[config.mk]
export PLATFORM = sky130hd
export DESIGN_NAME = sql_token_lexer_unit
export DESIGN_NICKNAME = d
export VERILOG_FILES = /design/src/rtl/core/stl_pkg.sv /design/src/rtl/core/stl_front.sv /design/src/rtl/core/stl_queue.sv /design/src/rtl/core/stl_back.sv /design/src/rtl/core/sql_token_lexer_unit.sv
export SDC_FILE = /design/constraint.sdc
export NUM_CORES = 1
export LEC_CHECK = 0
export ABC_AREA = 1
export BUFFER_PORTS_ARGS = -buffer_cell sky130_fd_sc_hd__buf_2
export CAP_MARGIN = 20
export CORE_MARGIN = 4
export CORE_UTILIZATION = 40
export CTS_CLUSTER_DIAMETER = 100
export DETAILED_ROUTE_END_ITERATION = 6
export GPL_TIMING_DRIVEN = 0
export PLACE_DENSITY = 0.64
export SKIP_LAST_GASP = 1
export SLEW_MARGIN = 15
export SYNTH_ARGS = -nofsm -noshare
export SYNTH_HDL_FRONTEND = slang
export SYNTH_SLANG_ARGS = --single-unit
[constraint.sdc]
create_clock -name i_clk -period 18 [get_ports i_clk]
set_clock_uncertainty 0.05 [all_clocks]
set_input_delay 1.8 -clock i_clk [delete_from_list [all_inputs] [get_ports i_clk]]
set_output_delay 1.8 -clock i_clk [all_outputs]
set_load 0.02 [all_outputs]
[src/rtl/core/stl_pkg.sv]
// ----------------------------------------------------------------------------
// stl_pkg: shared types and constants of the SQL token lexer
// Event, kind and error codes, lexer modes, character codes and the bundle
// that carries all results of one input transaction through the queue.
// ----------------------------------------------------------------------------
`default_nettype none

package stl_pkg;

    // Queue depth between front and back (power of two, 2 or more)
    localparam int QUEUE_DEPTH = 4;

    // Most results that one input transaction can cause
    localparam int MAX_RESULTS = 4;

    // Result event codes
    localparam logic [1:0] EV_BYTE = 2'd0;
    localparam logic [1:0] EV_END  = 2'd1;
    localparam logic [1:0] EV_EOI  = 2'd2;
    localparam logic [1:0] EV_ERR  = 2'd3;

    // Token kinds
    localparam logic [2:0] K_IDENT = 3'd0;
    localparam logic [2:0] K_NUM   = 3'd1;
    localparam logic [2:0] K_STR   = 3'd2;
    localparam logic [2:0] K_OP    = 3'd3;
    localparam logic [2:0] K_PUNCT = 3'd4;
    localparam logic [2:0] K_END   = 3'd5;

    // Error codes
    localparam logic [1:0] ERR_NONE  = 2'd0;
    localparam logic [1:0] ERR_UNTERM = 2'd1;
    localparam logic [1:0] ERR_UNEXP = 2'd2;

    // Operator first-character indexes
    localparam logic [1:0] OPC_LT = 2'd0;
    localparam logic [1:0] OPC_GT = 2'd1;
    localparam logic [1:0] OPC_EQ = 2'd2;
    localparam logic [1:0] OPC_NE = 2'd3;

    // Character codes
    localparam logic [7:0] CH_UNDER  = 8'h5F;
    localparam logic [7:0] CH_DOT    = 8'h2E;
    localparam logic [7:0] CH_E_LO   = 8'h65;
    localparam logic [7:0] CH_E_UP   = 8'h45;
    localparam logic [7:0] CH_LT     = 8'h3C;
    localparam logic [7:0] CH_GT     = 8'h3E;
    localparam logic [7:0] CH_EQ     = 8'h3D;
    localparam logic [7:0] CH_BANG   = 8'h21;
    localparam logic [7:0] CH_COMMA  = 8'h2C;
    localparam logic [7:0] CH_LPAREN = 8'h28;
    localparam logic [7:0] CH_RPAREN = 8'h29;
    localparam logic [7:0] CH_STAR   = 8'h2A;
    localparam logic [7:0] CH_MINUS  = 8'h2D;
    localparam logic [7:0] CH_PLUS   = 8'h2B;
    localparam logic [7:0] CH_DQUOTE = 8'h22;
    localparam logic [7:0] CH_SQUOTE = 8'h27;
    localparam logic [7:0] CH_SPACE  = 8'h20;
    localparam logic [7:0] CH_TAB    = 8'h09;
    localparam logic [7:0] CH_CR     = 8'h0D;
    localparam logic [7:0] CH_0      = 8'h30;
    localparam logic [7:0] CH_9      = 8'h39;
    localparam logic [7:0] CH_A_LO   = 8'h61;
    localparam logic [7:0] CH_Z_LO   = 8'h7A;
    localparam logic [7:0] CH_A_UP   = 8'h41;
    localparam logic [7:0] CH_Z_UP   = 8'h5A;

    // Lexer modes
    typedef enum logic [2:0] {
        MODE_IDLE   = 3'd0,
        MODE_IDENT  = 3'd1,
        MODE_NUMBER = 3'd2,
        MODE_STRING = 3'd3,
        MODE_OP     = 3'd4,
        MODE_ERROR  = 3'd5
    } t_mode;

    // One result event
    typedef struct packed {
        logic [1:0] ev;
        logic [2:0] kind;
        logic [7:0] data;
        logic [1:0] err;
    } t_event;

    // All results of one input transaction, in order
    typedef struct packed {
        logic [2:0]                   cnt;
        t_event [MAX_RESULTS-1:0]     evs;
    } t_bundle;

    // Queue status seen by front and back
    typedef struct packed {
        logic full;
        logic not_empty;
    } t_q_stat;

endpackage

`default_nettype wire

[src/rtl/core/stl_front.sv]
// ----------------------------------------------------------------------------
// stl_front: lexer front end
// Classifies each input byte against the current lexer mode, updates the
// mode, and packs every result of the transaction into one queue bundle.
// ----------------------------------------------------------------------------
`default_nettype none

module stl_front
    import stl_pkg::*;
(
    input  wire logic       i_clk,
    input  wire logic       i_rst_n,
    input  wire logic       i_valid,
    input  wire logic [7:0] i_text_byte,
    input  wire logic       i_has_byte,
    input  wire logic       i_end_of_query,
    output logic            o_stall,
    input  wire t_q_stat    i_q_stat,
    output logic            o_push,
    output t_bundle         o_bundle
);

    // Result of lexing one byte from the idle mode
    typedef struct packed {
        t_event     e0;
        logic       v0;
        t_event     e1;
        logic       v1;
        t_mode      mode;
        logic       q_set;
        logic       quote;
        logic       o_set;
        logic [1:0] opc;
        logic       pexp_clr;
    } t_idle_res;

    function automatic t_event mk_ev(logic [1:0] ev, logic [2:0] kind,
                                     logic [7:0] data, logic [1:0] err);
        t_event e;
        e.ev   = ev;
        e.kind = kind;
        e.data = data;
        e.err  = err;
        return e;
    endfunction

    function automatic t_idle_res lex_idle(logic [7:0] c);
        t_idle_res r;
        logic      sp;
        logic      dig;
        logic      alp;
        r          = '0;
        r.mode     = MODE_IDLE;
        sp  = (c == CH_SPACE) || ((c >= CH_TAB) && (c <= CH_CR));
        dig = (c >= CH_0) && (c <= CH_9);
        alp = ((c >= CH_A_LO) && (c <= CH_Z_LO)) || ((c >= CH_A_UP) && (c <= CH_Z_UP));
        if (sp) begin
            r.mode = MODE_IDLE;
        end else if (c == CH_SQUOTE || c == CH_DQUOTE) begin
            r.mode  = MODE_STRING;
            r.q_set = 1'b1;
            r.quote = (c == CH_DQUOTE);
        end else if (dig) begin
            r.e0       = mk_ev(EV_BYTE, K_NUM, c, ERR_NONE);
            r.v0       = 1'b1;
            r.mode     = MODE_NUMBER;
            r.pexp_clr = 1'b1;
        end else if (alp || c == CH_UNDER) begin
            r.e0   = mk_ev(EV_BYTE, K_IDENT, c, ERR_NONE);
            r.v0   = 1'b1;
            r.mode = MODE_IDENT;
        end else if (c == CH_LT || c == CH_GT || c == CH_EQ || c == CH_BANG) begin
            r.e0    = mk_ev(EV_BYTE, K_OP, c, ERR_NONE);
            r.v0    = 1'b1;
            r.mode  = MODE_OP;
            r.o_set = 1'b1;
            if (c == CH_LT) begin
                r.opc = OPC_LT;
            end else if (c == CH_GT) begin
                r.opc = OPC_GT;
            end else if (c == CH_EQ) begin
                r.opc = OPC_EQ;
            end else begin
                r.opc = OPC_NE;
            end
        end else if (c == CH_COMMA || c == CH_LPAREN || c == CH_RPAREN ||
                     c == CH_STAR || c == CH_MINUS || c == CH_PLUS) begin
            r.e0   = mk_ev(EV_BYTE, K_PUNCT, c, ERR_NONE);
            r.v0   = 1'b1;
            r.e1   = mk_ev(EV_END, K_PUNCT, 8'd0, ERR_NONE);
            r.v1   = 1'b1;
            r.mode = MODE_IDLE;
        end else begin
            r.e0   = mk_ev(EV_ERR, K_IDENT, c, ERR_UNEXP);
            r.v0   = 1'b1;
            r.mode = MODE_ERROR;
        end
        return r;
    endfunction

    function automatic logic [2:0] kind_of(t_mode m);
        logic [2:0] k;
        case (m)
            MODE_IDENT:  k = K_IDENT;
            MODE_NUMBER: k = K_NUM;
            MODE_STRING: k = K_STR;
            default:     k = K_OP;
        endcase
        return k;
    endfunction

    t_mode      r_mode;
    logic       r_quote;
    logic [1:0] r_opc;
    logic       r_pexp;
    t_mode      n_mode;
    logic       n_quote;
    logic [1:0] n_opc;
    logic       n_pexp;

    t_mode      w_mid_mode;
    t_idle_res  w_idle;
    logic       w_accept;
    logic       w_is_e;
    logic       w_is_dig;
    logic       w_is_alp;
    logic       w_cont;
    logic       w_op_pair;
    logic       w_quote_hit;
    t_event     w_cand [5];
    logic [4:0] w_cand_v;

    assign o_stall  = i_q_stat.full;
    assign w_accept = i_valid && !o_stall;

    // Classify the incoming byte
    always_comb begin
        w_idle   = lex_idle(i_text_byte);
        w_is_e   = (i_text_byte == CH_E_LO) || (i_text_byte == CH_E_UP);
        w_is_dig = (i_text_byte >= CH_0) && (i_text_byte <= CH_9);
        w_is_alp = ((i_text_byte >= CH_A_LO) && (i_text_byte <= CH_Z_LO)) ||
                   ((i_text_byte >= CH_A_UP) && (i_text_byte <= CH_Z_UP));
        w_op_pair   = (i_text_byte == CH_EQ) || ((r_opc == OPC_LT) && (i_text_byte == CH_GT));
        w_quote_hit = (i_text_byte == (r_quote ? CH_DQUOTE : CH_SQUOTE));
        if (r_mode == MODE_IDENT) begin
            w_cont = w_is_alp || w_is_dig || i_text_byte == CH_UNDER || i_text_byte == CH_DOT;
        end else begin
            w_cont = w_is_dig || i_text_byte == CH_DOT || w_is_e ||
                     ((i_text_byte == CH_PLUS || i_text_byte == CH_MINUS) && r_pexp);
        end
    end

    // Next lexer state
    always_comb begin
        n_mode  = r_mode;
        n_quote = r_quote;
        n_opc   = r_opc;
        n_pexp  = r_pexp;
        if (i_has_byte) begin
            unique case (r_mode)
                MODE_STRING: begin
                    if (w_quote_hit) n_mode = MODE_IDLE;
                end
                MODE_IDENT, MODE_NUMBER: begin
                    if (w_cont) begin
                        if (r_mode == MODE_NUMBER) n_pexp = w_is_e;
                    end else begin
                        n_opc  = OPC_LT;
                        n_pexp = 1'b0;
                        n_mode = w_idle.mode;
                        if (w_idle.q_set) n_quote = w_idle.quote;
                        if (w_idle.o_set) n_opc = w_idle.opc;
                    end
                end
                MODE_OP: begin
                    n_opc = OPC_LT;
                    if (w_op_pair) begin
                        n_mode = MODE_IDLE;
                    end else begin
                        n_pexp = 1'b0;
                        n_mode = w_idle.mode;
                        if (w_idle.q_set) n_quote = w_idle.quote;
                        if (w_idle.o_set) n_opc = w_idle.opc;
                    end
                end
                MODE_ERROR: begin
                    n_mode = MODE_ERROR;
                end
                default: begin
                    n_mode = w_idle.mode;
                    if (w_idle.q_set) n_quote = w_idle.quote;
                    if (w_idle.o_set) n_opc = w_idle.opc;
                    if (w_idle.pexp_clr) n_pexp = 1'b0;
                end
            endcase
        end
        w_mid_mode = n_mode;
        if (i_end_of_query) begin
            n_mode  = MODE_IDLE;
            n_quote = 1'b0;
            n_opc   = OPC_LT;
            n_pexp  = 1'b0;
        end
    end

    // Result events, slot 0 for the current token (slot 1 too for an operator
    // pair), 1-2 for the idle lex, 3-4 for the end of query
    always_comb begin
        for (int i = 0; i < 5; i++) w_cand[i] = '0;
        w_cand_v = '0;
        if (i_has_byte) begin
            unique case (r_mode)
                MODE_STRING: begin
                    w_cand_v[0] = 1'b1;
                    w_cand[0]   = w_quote_hit ? mk_ev(EV_END, K_STR, 8'd0, ERR_NONE)
                                              : mk_ev(EV_BYTE, K_STR, i_text_byte, ERR_NONE);
                end
                MODE_IDENT, MODE_NUMBER: begin
                    w_cand_v[0] = 1'b1;
                    if (w_cont) begin
                        w_cand[0] = mk_ev(EV_BYTE, kind_of(r_mode), i_text_byte, ERR_NONE);
                    end else begin
                        w_cand[0]   = mk_ev(EV_END, kind_of(r_mode), 8'd0, ERR_NONE);
                        w_cand[1]   = w_idle.e0;
                        w_cand_v[1] = w_idle.v0;
                        w_cand[2]   = w_idle.e1;
                        w_cand_v[2] = w_idle.v1;
                    end
                end
                MODE_OP: begin
                    w_cand_v[0] = 1'b1;
                    if (w_op_pair) begin
                        w_cand[0]   = mk_ev(EV_BYTE, K_OP, i_text_byte, ERR_NONE);
                        w_cand[1]   = mk_ev(EV_END, K_OP, 8'd0, ERR_NONE);
                        w_cand_v[1] = 1'b1;
                    end else begin
                        w_cand[0]   = mk_ev(EV_END, K_OP, 8'd0, ERR_NONE);
                        w_cand[1]   = w_idle.e0;
                        w_cand_v[1] = w_idle.v0;
                        w_cand[2]   = w_idle.e1;
                        w_cand_v[2] = w_idle.v1;
                    end
                end
                MODE_ERROR: begin
                    w_cand_v[0] = 1'b0;
                end
                default: begin
                    w_cand[1]   = w_idle.e0;
                    w_cand_v[1] = w_idle.v0;
                    w_cand[2]   = w_idle.e1;
                    w_cand_v[2] = w_idle.v1;
                end
            endcase
        end
        if (i_end_of_query) begin
            unique case (w_mid_mode)
                MODE_IDENT, MODE_NUMBER, MODE_OP: begin
                    w_cand[3]   = mk_ev(EV_END, kind_of(w_mid_mode), 8'd0, ERR_NONE);
                    w_cand_v[3] = 1'b1;
                    w_cand[4]   = mk_ev(EV_EOI, K_END, 8'd0, ERR_NONE);
                    w_cand_v[4] = 1'b1;
                end
                MODE_STRING: begin
                    w_cand[3]   = mk_ev(EV_ERR, K_IDENT, 8'd0, ERR_UNTERM);
                    w_cand_v[3] = 1'b1;
                end
                MODE_IDLE: begin
                    w_cand[4]   = mk_ev(EV_EOI, K_END, 8'd0, ERR_NONE);
                    w_cand_v[4] = 1'b1;
                end
                default: begin
                    w_cand_v[4] = 1'b0;
                end
            endcase
        end
    end

    // Pack valid events in order; at most four are ever valid together
    always_comb begin
        o_bundle = '0;
        for (int i = 0; i < 5; i++) begin
            if (w_cand_v[i]) begin
                o_bundle.evs[o_bundle.cnt[1:0]] = w_cand[i];
                o_bundle.cnt = o_bundle.cnt + 3'd1;
            end
        end
        o_push = w_accept && (o_bundle.cnt != 3'd0);
    end

    // Advance lexer state on each accepted transaction
    always_ff @(posedge i_clk) begin
        if (!i_rst_n) begin
            r_mode  <= MODE_IDLE;
            r_quote <= 1'b0;
            r_opc   <= OPC_LT;
            r_pexp  <= 1'b0;
        end else if (w_accept) begin
            r_mode  <= n_mode;
            r_quote <= n_quote;
            r_opc   <= n_opc;
            r_pexp  <= n_pexp;
        end
    end

endmodule

`default_nettype wire

[src/rtl/core/stl_queue.sv]
// ----------------------------------------------------------------------------
// stl_queue: bundle queue between front and back
// Small register queue of result bundles; one push and one pop per cycle.
// ----------------------------------------------------------------------------
`default_nettype none

module stl_queue
    import stl_pkg::*;
#(
    parameter int P_DEPTH = QUEUE_DEPTH
) (
    input  wire logic    i_clk,
    input  wire logic    i_rst_n,
    input  wire logic    i_push,
    input  wire t_bundle i_bundle,
    input  wire logic    i_pop,
    output t_bundle      o_head,
    output t_q_stat      o_stat
);

    localparam int AW = $clog2(P_DEPTH);
    localparam int CW = $clog2(P_DEPTH + 1);

    t_bundle         r_mem [P_DEPTH];
    logic [AW-1:0]   r_wr_ptr;
    logic [AW-1:0]   r_rd_ptr;
    logic [CW-1:0]   r_count;

    assign o_head           = r_mem[r_rd_ptr];
    assign o_stat.full      = (r_count == CW'(P_DEPTH));
    assign o_stat.not_empty = (r_count != '0);

    // Write storage
    always_ff @(posedge i_clk) begin
        if (i_push) r_mem[r_wr_ptr] <= i_bundle;
    end

    // Advance pointers and count
    always_ff @(posedge i_clk) begin
        if (!i_rst_n) begin
            r_wr_ptr <= '0;
            r_rd_ptr <= '0;
            r_count  <= '0;
        end else begin
            if (i_push) r_wr_ptr <= r_wr_ptr + AW'(1);
            if (i_pop)  r_rd_ptr <= r_rd_ptr + AW'(1);
            if (i_push && !i_pop) begin
                r_count <= r_count + CW'(1);
            end else if (i_pop && !i_push) begin
                r_count <= r_count - CW'(1);
            end
        end
    end

endmodule

`default_nettype wire

[src/rtl/core/stl_back.sv]
// ----------------------------------------------------------------------------
// stl_back: result sequencer
// Steps through the events of the head bundle, one per cycle unless stalled,
// into the output register and marks the last event of each bundle.
// ----------------------------------------------------------------------------
`default_nettype none

module stl_back
    import stl_pkg::*;
(
    input  wire logic    i_clk,
    input  wire logic    i_rst_n,
    input  wire t_bundle i_head,
    input  wire t_q_stat i_q_stat,
    output logic         o_pop,
    input  wire logic    i_stall,
    output logic         o_valid,
    output logic [1:0]   o_event_res,
    output logic [2:0]   o_token_kind,
    output logic [7:0]   o_out_byte,
    output logic [1:0]   o_error_code,
    output logic         o_last_result
);

    logic [1:0] r_idx;
    logic       r_valid;
    t_event     r_ev;
    logic       r_last;
    logic       w_free;
    logic       w_load;
    logic       w_last;

    assign w_free = !r_valid || !i_stall;
    assign w_load = w_free && i_q_stat.not_empty;
    assign w_last = ({1'b0, r_idx} == (i_head.cnt - 3'd1));
    assign o_pop  = w_load && w_last;

    // Track position inside the head bundle
    always_ff @(posedge i_clk) begin
        if (!i_rst_n) begin
            r_idx   <= '0;
            r_valid <= 1'b0;
        end else begin
            if (w_free) r_valid <= i_q_stat.not_empty;
            if (w_load) r_idx <= w_last ? 2'd0 : r_idx + 2'd1;
        end
    end

    // Load output payload
    always_ff @(posedge i_clk) begin
        if (w_load) begin
            r_ev   <= i_head.evs[r_idx];
            r_last <= w_last;
        end
    end

    assign o_valid       = r_valid;
    assign o_event_res   = r_ev.ev;
    assign o_token_kind  = r_ev.kind;
    assign o_out_byte    = r_ev.data;
    assign o_error_code  = r_ev.err;
    assign o_last_result = r_last;

endmodule

`default_nettype wire

[src/rtl/core/sql_token_lexer_unit.sv]
// ----------------------------------------------------------------------------
// sql_token_lexer_unit: streaming SQL token lexer
// Input channel (i_valid / o_stall): one transaction per text byte, with
// i_has_byte for a byte and i_end_of_query to close the query.
// Output channel (o_valid / i_stall): one transaction per token event:
// token byte, token end, end-of-input token or error, with o_last_result
// set on the final event caused by an input transaction.
// The edge that accepts a transaction updates the lexer state and writes its
// bundle into the queue; the output register then loads events from the head.
// Throughput: one input transaction per cycle while the queue has room; the
// output register sends one event per cycle unless the receiver stalls, and
// a transaction causes 0 to 4 events, sent one after another.
// Transactions that cause no event (whitespace, quote open, dropped bytes
// after an error) are absorbed without using the output.
// The queue holds P_QUEUE_DEPTH bundles; o_stall rises only when it is full.
// Reset: lexer returns to idle, queue and output register empty.
// When the receiver stalls, the output payload holds and the queue fills;
// the input keeps accepting until the queue is full.
// ----------------------------------------------------------------------------
`default_nettype none

module sql_token_lexer_unit
    import stl_pkg::*;
#(
    parameter int P_QUEUE_DEPTH = QUEUE_DEPTH
) (
    input  wire logic       i_clk,
    input  wire logic       i_rst_n,
    input  wire logic       i_valid,
    output logic            o_stall,
    input  wire logic [7:0] i_text_byte,
    input  wire logic       i_has_byte,
    input  wire logic       i_end_of_query,
    output logic            o_valid,
    input  wire logic       i_stall,
    output logic [1:0]      o_event_res,
    output logic [2:0]      o_token_kind,
    output logic [7:0]      o_out_byte,
    output logic [1:0]      o_error_code,
    output logic            o_last_result
);

    t_q_stat w_q_stat;
    t_bundle w_push_bundle;
    t_bundle w_head;
    logic    w_push;
    logic    w_pop;

    // Classify bytes and build bundles
    stl_front u_front (
        .i_clk          (i_clk),
        .i_rst_n        (i_rst_n),
        .i_valid        (i_valid),
        .i_text_byte    (i_text_byte),
        .i_has_byte     (i_has_byte),
        .i_end_of_query (i_end_of_query),
        .o_stall        (o_stall),
        .i_q_stat       (w_q_stat),
        .o_push         (w_push),
        .o_bundle       (w_push_bundle)
    );

    // Decouple front and back
    stl_queue #(
        .P_DEPTH (P_QUEUE_DEPTH)
    ) u_queue (
        .i_clk    (i_clk),
        .i_rst_n  (i_rst_n),
        .i_push   (w_push),
        .i_bundle (w_push_bundle),
        .i_pop    (w_pop),
        .o_head   (w_head),
        .o_stat   (w_q_stat)
    );

    // Send events one at a time
    stl_back u_back (
        .i_clk         (i_clk),
        .i_rst_n       (i_rst_n),
        .i_head        (w_head),
        .i_q_stat      (w_q_stat),
        .o_pop         (w_pop),
        .i_stall       (i_stall),
        .o_valid       (o_valid),
        .o_event_res   (o_event_res),
        .o_token_kind  (o_token_kind),
        .o_out_byte    (o_out_byte),
        .o_error_code  (o_error_code),
        .o_last_result (o_last_result)
    );

endmodule

`default_nettype wire

## After elaboration in Yosys (flattened, before gate mapping)

Memories as Yosys holds them, arrays and structs flattened. A register that Yosys moved wholly into a read port is not among the register bits.
Index checks and enable logic that the tools add are counted.

- Add/sub/neg operators: 10
- Order comparisons: 17
- Eq/ne operators: 33
- Muxes and demuxes: 103
- Reduce and logical (&&, ||, !) cells: 60

Operators with widths:

| kind | number |
|---|---|
| two-way mux 63 bit | 4 |
| bitwise mux 60 bit | 4 |
| two-way mux 15 bit | 9 |
| demux 15 bit (select 2 bit) | 4 |
| == test 8 x 6 -> 1 bit (second input constant) | 14 |
| two-way mux 16 bit | 7 |
| case mux 30 bit (3 select lines) | 1 |
| two-way mux 32 bit | 2 |
| two-way mux 30 bit | 2 |
| two-way mux 3 bit | 18 |
| two-way mux 45 bit | 1 |
| case mux 15 bit (3 select lines) | 1 |
| binary-select mux 15 bit (select 2 bit) | 1 |
| case mux 15 bit (2 select lines) | 1 |
| two-way mux 29 bit | 1 |
| two-way mux 14 bit | 2 |
| two-way mux 2 bit | 14 |
| == test 8 x 7 -> 1 bit (second input constant) | 3 |
| logical OR 1 bit | 22 |
| two-way mux 1 bit | 22 |
| >= comparator 8 x 7 -> 1 bit (second input constant) | 2 |
| <= comparator 8 x 7 -> 1 bit (second input constant) | 2 |
| logical AND 1 bit | 16 |
| adder 3 x 1 -> 3 bit (second input constant) | 4 |
| 36 further kinds | 66 |

- Bits in registers: 33
- Bits in writable memories: 252
- Bits of input ports: 14
- Output and inout bits: 18
- Word-level logic and storage cells: 238
- Memories kept: 1

Memories:

| memory | depth | width | read ports | clocked after memory_dff | wr ports | RTL line | text |
|---|---|---|---|---|---|---|---|
| u_queue.r_mem | 4 | 63 | 1 | 1 | 1 | stl_queue.sv:24 | `t_bundle r_mem [P_DEPTH];` |

## Logic depth before layout (Yosys ltp)

Gate-level depths: netlist of run 1.

- Word-level depth: 46
- Mapped depth: 37
- Mapped depth without buffers: 36

## By module

A second synthesis of run 1 with hierarchy kept.

- Cell total of the unflattened synthesis: 1,204
- Area total of the unflattened synthesis: 13,254.0 um2

Modules (own cells, without submodules):

| module | instances | cells an instance | area each (um2) | seq. area each (um2) |
|---|---|---|---|---|
| stl_queue | 1 | 668 | 10,029.6 | 7,747.4 |
| stl_front | 1 | 406 | 2,149.6 | 140.1 |
| stl_back | 1 | 130 | 1,074.8 | 540.5 |

## Least setup slack after synthesis of run 1

No wires, ideal clock.

- Kind: input-to-reg
- From: input i_text_byte[2]
- To: memory u_queue.r_mem[0][0] (netlist bit) (enable)
- Library setup time: 448 ps
- Arrival: 6,559 ps
- Data required time: 17,502 ps
- Slack: 10,943 ps
- Stages: 27
- Path buffers: 1
- Cell sequence: buf_2 inv_1 nand2_1 nand2_1 nand2_1 nand2_1 nand2_2 nand2_1 nor2_2 nand3_2 nand2_1 inv_1 nor3_1 ha_1 nand2_1 nand2_1 ha_1 inv_1 nand2_1 nand2_1 ha_1 nand3_1 nand3_1 nand2_1 nand3_2 nand2_1 nor2_1

- Longest elaborated chain between the ends: 26
- Elaborated cells between the ends (all ways): 100
- Classes of those cells: add/sub (3); order compare (8); eq/ne (22); mux (35); reduce/logical (32)

RTL lines:

| element | RTL line | text |
|---|---|---|
| from (decl) | sql_token_lexer_unit.sv:31 | `input wire logic [7:0] i_text_byte,` |
| parallel branches: the longest is 21 deep, another holds >= comparator 8 x 7 -> 1 bit | -- |  |
| two-way mux 63 bit (*) | stl_front.sv:282 | `if (w_cand_v[i]) begin` |
| nonzero test 3 bit (*) | stl_front.sv:287 | `o_push = w_accept && (o_bundle.cnt != 3'd0);` |
| logical AND 1 bit (*) | stl_front.sv:287 |  |
| two-way mux 1 bit (*) | stl_queue.sv:35 | `if (i_push) r_mem[r_wr_ptr] <= i_bundle;` |
| two-way mux 1 bit (implied by the code) (*) | stl_queue.sv:35 |  |
| to (decl) | stl_queue.sv:24 |  |

Mark *: on every way between the ends.

## Final worst setup path of run 1

- From: input i_text_byte[0]
- To: register u_queue.r_count[2]

- Longest elaborated chain between the ends: 27
- Elaborated cells between the ends (all ways): 103
- Classes of those cells: add/sub (3); order compare (8); eq/ne (22); mux (34); reduce/logical (36)

RTL lines:

| element | RTL line | text |
|---|---|---|
| parallel branches: the longest is 21 deep, another holds >= comparator 8 x 7 -> 1 bit | -- |  |
| two-way mux 63 bit (*) | stl_front.sv:282 |  |
| nonzero test 3 bit (*) | stl_front.sv:287 |  |
| logical AND 1 bit (*) | stl_front.sv:287 |  |
| via u_front.o_push | stl_front.sv:19 | `output logic o_push,` |
| logical NOT 1 bit | stl_queue.sv:49 | `end else if (i_pop && !i_push) begin` |
| logical AND 1 bit | stl_queue.sv:49 |  |
| nonzero test 2 bit (no line) | -- |  |
| to (signal assigned) | stl_queue.sv:48 | `r_count <= r_count + CW'(1);` |
| to (signal assigned) | stl_queue.sv:50 | `r_count <= r_count - CW'(1);` |
| to (decl) | stl_queue.sv:27 | `logic [CW-1:0] r_count;` |

Mark *: on every way through the listed nets, which the timed path passes.
A chain may end at the register's enable or synchronous reset.

==> reports/qor.yml, run 1 <==
diodes: 0
post-place-ws_ns: 11.14
ir_drop_mv: 0.0695
fin_crit_sh_pct: 35.6
p_sw_mw: 0.552
hold_buffers: 0
total_power_mw: 1.63
period_minus_slack_ns: 6.41
syn_inst: 968
dp.final_hpwl_mm: 17.6
run_status: "completed"
p_int_mw: 1.08
p_per_area_nw_per_um2: 142
ys_types: 44
clk_path_buf_depth: 3
hold_viol: 0
wl_mm: 24.9
cts_root_buf: "clkbuf_16"
cp_common_cell: "nand2_1"
highest_layer: "met4"
core_area_sq_um: 24300
cts_tree: "yes"
clk_latency_ns: 0.52
cts.sinks: 215
fillCellCount: 2226
hold_class: "reg -> reg"
h-tree-depth: 1
grt.overflow.total: 0
cp_max_fo: 7
start_kind: "primary input"
synth_nets: 1000
firstDrtPassIters: 5
clkTransAtPathRegs_ns: 0.06
worstMarginPinSlew_ns: 0.945
synth_flop_cell: "edfxtp_1"
drive_above_1_share_pct: 9.94
io_pins: 32
die_x_um: 165
antenna_left: 0
clockPowerShare_pct: 30.3
reg2reg_setup_slack_ns: 12.51
synth_edf_count: 196
post_cts_resize_count: 0
async_flop_share_pct: 0
slowest_delay_ns: 0.40
tns_ns: 0
p_seq_share_pct: 41.2
initial_core_util_pct: 40.8
comb_power_share_pct: 28.5
drt_iter0_markers: 504
post-cts-setup-buffer-count: 0
synth.cell_area_sq_um: 9920
layout_common_cells: "edfxtp_1 (196), nor2_1 (166), nand2_1 (136)"
grt_pass1_vias: 6766
remaining_drc_errors: 0
slew_headroom_pct: 36.3
ys_ff_latch: 215
setup_viol: 0
syn_avg_cell_area_sq_um: 10.2
rsz0062_at_grt: "no"
rows: 57
wl_met1_mm: 10.9
grt_first_pass_wirelength_mm: 38.3
slew_violations: 0
grt_usage_pct: 18.2
final_common_cell: "edfxtp_1"
max_freq_ghz: 0.156
area_growth_pct: 15.5
yosysWarnings: 0
critPathSlowestCell: "fa_1"
yosys.area.top_type: "edfxtp_1"
critPathCaptureType: "flop"
arrival_ns: 6.76
switching_share_pct: 33.8
routed-wl-met3_mm: 1.64
yosysSeqAreaShare_pct: 63.2
required_ns: 18.35
total_leakage_power_nw: 4.29
drv_cap: 0
wl_met2_mm: 11.9
grt_max_degree: 25
antenna_found_initial: 0
vias_per_cell: 5.26
finalNetCount: 1060
fin_ws_ns: 11.59
die_area_sq_um: 27400
globalplace.congestion: 0.879
portBuffers: 27
numCtsBuffers: 24
synth_top_area_share_pct: 59.4
wl_per_cell_um: 18.2
die_y_um: 165
synth_area_leaders: "edfxtp_1 (59%), nor2_1 (6.4%), o21ai_0 (5.7%)"
vias: 7209
crit_type: "in -> reg"
[stage by stage]
stage	utilization (%)	hold WS, ns	cell area [sq um]	instances
global route	47.1	0.432	11500	1370
detailed placement	43.8	0.406	10600	1326
global placement	43.0	0.403	10500	1319
finish	47.1	0.416	11500	1370
CTS	47.1	0.417	11500	1370
floorplan	-	0.386	9920	968
[state kept, by name, indices dropped and copies added (netlist names), 2 cells and up, named ones only]
signal	count
u_back.o_out_byte	8
u_front.r_mode	3
u_back.o_token_kind	3
u_queue.r_count	3
u_back.o_error_code	2
u_front.r_opc	2
u_queue.r_rd_ptr	2
u_back.r_idx	2
u_queue.r_wr_ptr	2
u_queue.r_mem	180
u_back.o_event_res	2
[cell families (layout without fill, tap and decap cells)]
logic type	after synthesis	count (layout)	share of synthesized area (%)
compound gates	225	225	13.3
flops	215	215	63.2
simple gates	383	383	16.1
fa+ha+maj	18	18	2.35
buf+inv	124	202	4.82
xor+xnor	3	3	0.265
[layer usage]
layer | up-vias | track usage [%]
li1 | 3551 | -
met1 | 3410 | 25.3
met2 | 209 | 30.6
met3 | 39 | 2.56
met4 | 0 | 4.09
met5 | - | 0
[cells in the mapped netlist (2+ instances only)]
master / count
nor2_2: 4
a32oi_1: 2
nor2_1: 170
a22oi_1: 2
inv_2: 8
o211ai_1: 12
o221ai_1: 18
xor2_1: 3
edfxtp_1: 196
nand2_2: 4
nand2_1: 136
nand3_2: 3
o21ai_1: 3
a32o_1: 2
clkbuf_1: 39
a21oi_1: 31
clkinv_1: 3
a211oi_1: 6
nor3_1: 6
inv_1: 71
a31oi_1: 14
o21ai_0: 112
nand4_1: 9
or2_2: 2
nand3_1: 41
o22ai_1: 18
dfxtp_1: 19
and3_1: 2
ha_1: 17
[worst max-delay path, delay by kind of cell]
kind	cells	cell delay (ns)
simple gates	18	2.51
fa+ha+maj	5	1.41
buf+inv	6	0.51
compound gates	4	0.51
[worst paths after layout]
path	from	end	cells after the start
max	i_text_byte[0]	u_queue.r_count[2]	33
min reg2reg	u_queue.r_rd_ptr[1]	u_queue.r_rd_ptr[1]	2
max reg2reg	u_front.r_mode[2]	u_queue.r_count[2]	28
min	u_queue.r_rd_ptr[1]	u_queue.r_rd_ptr[1]	2
[final cells by class]
type / count / area [sq um] / area share (%)
clock buffers: 26 / 629 / 5.49
plain buffers: 42 / 170 / 1.49
clock inverters: 18 / 175 / 1.53
well taps: 324 / 405 / 3.54
repair buffers: 34 / 298 / 2.60
flip-flops and latches: 215 / 6270 / 54.7
inverters: 82 / 308 / 2.69
multi-input cells: 629 / 3200 / 28.0
[power by group through the flow]
stage	clock network [mW]	registers [mW]	logic [mW]
2_1_floorplan	0	0.708	0.267
3_3_place_gp	0	0.688	0.442
3_5_place_dp	0	0.683	0.466
4_1_cts	0.499	0.672	0.468
5_1_grt	0.525	0.677	0.517
6_report	0.494	0.672	0.465
(Power assumes the default switching activity.)
==> run 2: changes to the inputs <==
- PLACE_DENSITY: 0.64 -> 0.66
- clock period: 18 -> 5.65 ns (I/O delays scaled with it)
==> reports/qor.yml, run 2 (same netlist as run 1, synthesis figures left out) <==
final_area_sq_um: 11400
largest_register: "u_queue.r_mem"
drv_cap: 0
rsz0062_at_grt: "yes"
vias: 7341
p_int_mw: 3.32
grt_first_pass_wirelength_mm: 38.0
arrival_ns: 5.41
start_kind: "flop"
worstMarginPinSlew_ns: 1.01
grt_usage_pct: 18.0
portBuffers: 27
layout_common_cells: "edfxtp_1 (196), nor2_1 (166), nand2_1 (136)"
comb_power_share_pct: 29.0
core_area_sq_um: 24300
largest_reg_flops: 180
slew_violations: 0
highest_layer: "met4"
grt_pass1_vias: 6833
die_area_sq_um: 27400
p_sw_mw: 1.72
h-tree-depth: 1
slew_headroom_pct: 31.8
antenna_left: 0
setup_viol: 0
max_freq_ghz: 0.190
tns_ns: 0
cts_root_buf: "clkbuf_16"
slowest_delay_ns: 0.71
critPathSlowestCell: "nor2_4"
remaining_drc_errors: 0
io_pins: 32
p_seq_share_pct: 42.5
run_status: "completed"
fin_crit_sh_pct: 93.0
switching_share_pct: 34.0
p_per_area_nw_per_um2: 443
antenna_found_initial: 0
reg2reg_setup_slack_ns: 0.39
total_leakage_power_nw: 4.25
wl_per_cell_um: 18.0
globalplace.congestion: 0.883
final_common_cell: "edfxtp_1"
cts.sinks: 215
grt.overflow.total: 0
ir_drop_mv: 0.209
die_x_um: 165
crit_type: "reg -> reg"
crit_chain: "inv_1, nand2_1, nor2_1, inv_1, nand2_1, o21ai_0, inv_2, ha_1, nand2_1, nand2_1, ha_1, inv_1, nand2_1, nand2_1, ha_1, nand3_1, nand3_1, nand2_1, nand3_2, nand2_1, nor2_4, buf_12"
hold_class: "in -> reg"
dpl-instance-area_sq_um: 10600
grt_max_degree: 26
vias_per_cell: 5.37
wl_met1_mm: 10.5
drive_above_1_share_pct: 9.59
required_ns: 5.80
numCtsBuffers: 23
dpl.cell_count: 1325
fin_util_pct: 46.8
clkTransAtPathRegs_ns: 0.07
final_cells: 1367
hold_viol: 0
diodes: 0
cp_common_cell: "nand2_1"
die_y_um: 165
rows: 57
clockPowerShare_pct: 28.5
wl_met2_mm: 11.6
initial_core_util_pct: 40.8
critPathCaptureType: "flop"
clk_latency_ns: 0.51
drt_iter0_markers: 626
dp.final_hpwl_mm: 17.4
clk_path_buf_depth: 3
routed-wl-met3_mm: 2.08
firstDrtPassIters: 5
cts_tree: "yes"
hold_buffers: 0
cp_max_fo: 23
wl_mm: 24.6
finalNetCount: 1061
area_growth_pct: 14.7
period_minus_slack_ns: 5.26
run 2: changes by cell type in the layout (fill, tap and decap cells not counted), sizes merged:
cell / change
buf: +2
bufinv: -1
clkbuf: +1
clkinv: -7
clkinvlp: +1
inv: +1
run 2: timing repair:
| action | 4_1_cts | 5_1_grt |
|---|---|---|
| buffers inserted | 0 | 3 |
| resized for setup | 0 | 3 |
| endpoints found under the setup margin | 0 | 110 |
run 2: layout make-up:
type	instances	area, sq um
sequential	215	6270
multi-input combinational	629	3200
buffer	42	171
inverter	82	308
tap	324	405
timing repair buffer	36	308
fill	2185	12900
clock buffer	27	591
clock inverter	12	120
run 2: per-stage QoR:
step | setup WS (ns) | total power, mW | hold WS [ns]
6_report | 0.394 | 5.04 | 0.301
5_1_grt | -0.0197 | 5.31 | 0.303
4_1_cts | 0.153 | 5.07 | 0.287
3_5_place_dp | -0.0418 | 3.64 | 0.410
3_3_place_gp | -2.36 | 3.60 | 0.403
2_1_floorplan | -0.172 | 3.11 | 0.386
run 2: metal layers:
| metal | GRT usage (%) | vias to the layer above |
|---|---|---|
| li1 | - | 3550 |
| met4 | 4.91 | 0 |
| met1 | 25.1 | 3487 |
| met3 | 2.80 | 29 |
| met5 | 0 | - |
| met2 | 29.5 | 275 |
run 2: final timing paths:
check | startpoint | end | cells past startpoint
setup / recovery | u_front.r_mode[2] | u_queue.r_mem[0][28] | 22
hold reg to reg | u_queue.r_rd_ptr[1] | u_queue.r_rd_ptr[1] | 2
setup reg to reg | u_front.r_mode[2] | u_queue.r_mem[0][28] | 22
hold / removal | i_stall | u_back.o_valid | 5
run 2: critical path, delay by kind of cell, from the launching register on:
family | cells | cell delay (ns)
DFF | 1 | 0.39
and+or+nand+nor | 13 | 2.46
adders and majority gates | 3 | 0.88
AOI/OAI and AO/OA | 1 | 0.43
buffers and inverters | 5 | 0.72
run 2: power by group through the flow:
stage	logic (mW)	clock network, mW	registers [mW]
floorplan	0.850	0	2.26
global placement	1.41	0	2.19
detailed placement	1.47	0	2.18
CTS	1.47	1.45	2.14
global route	1.62	1.53	2.16
finish	1.46	1.43	2.14
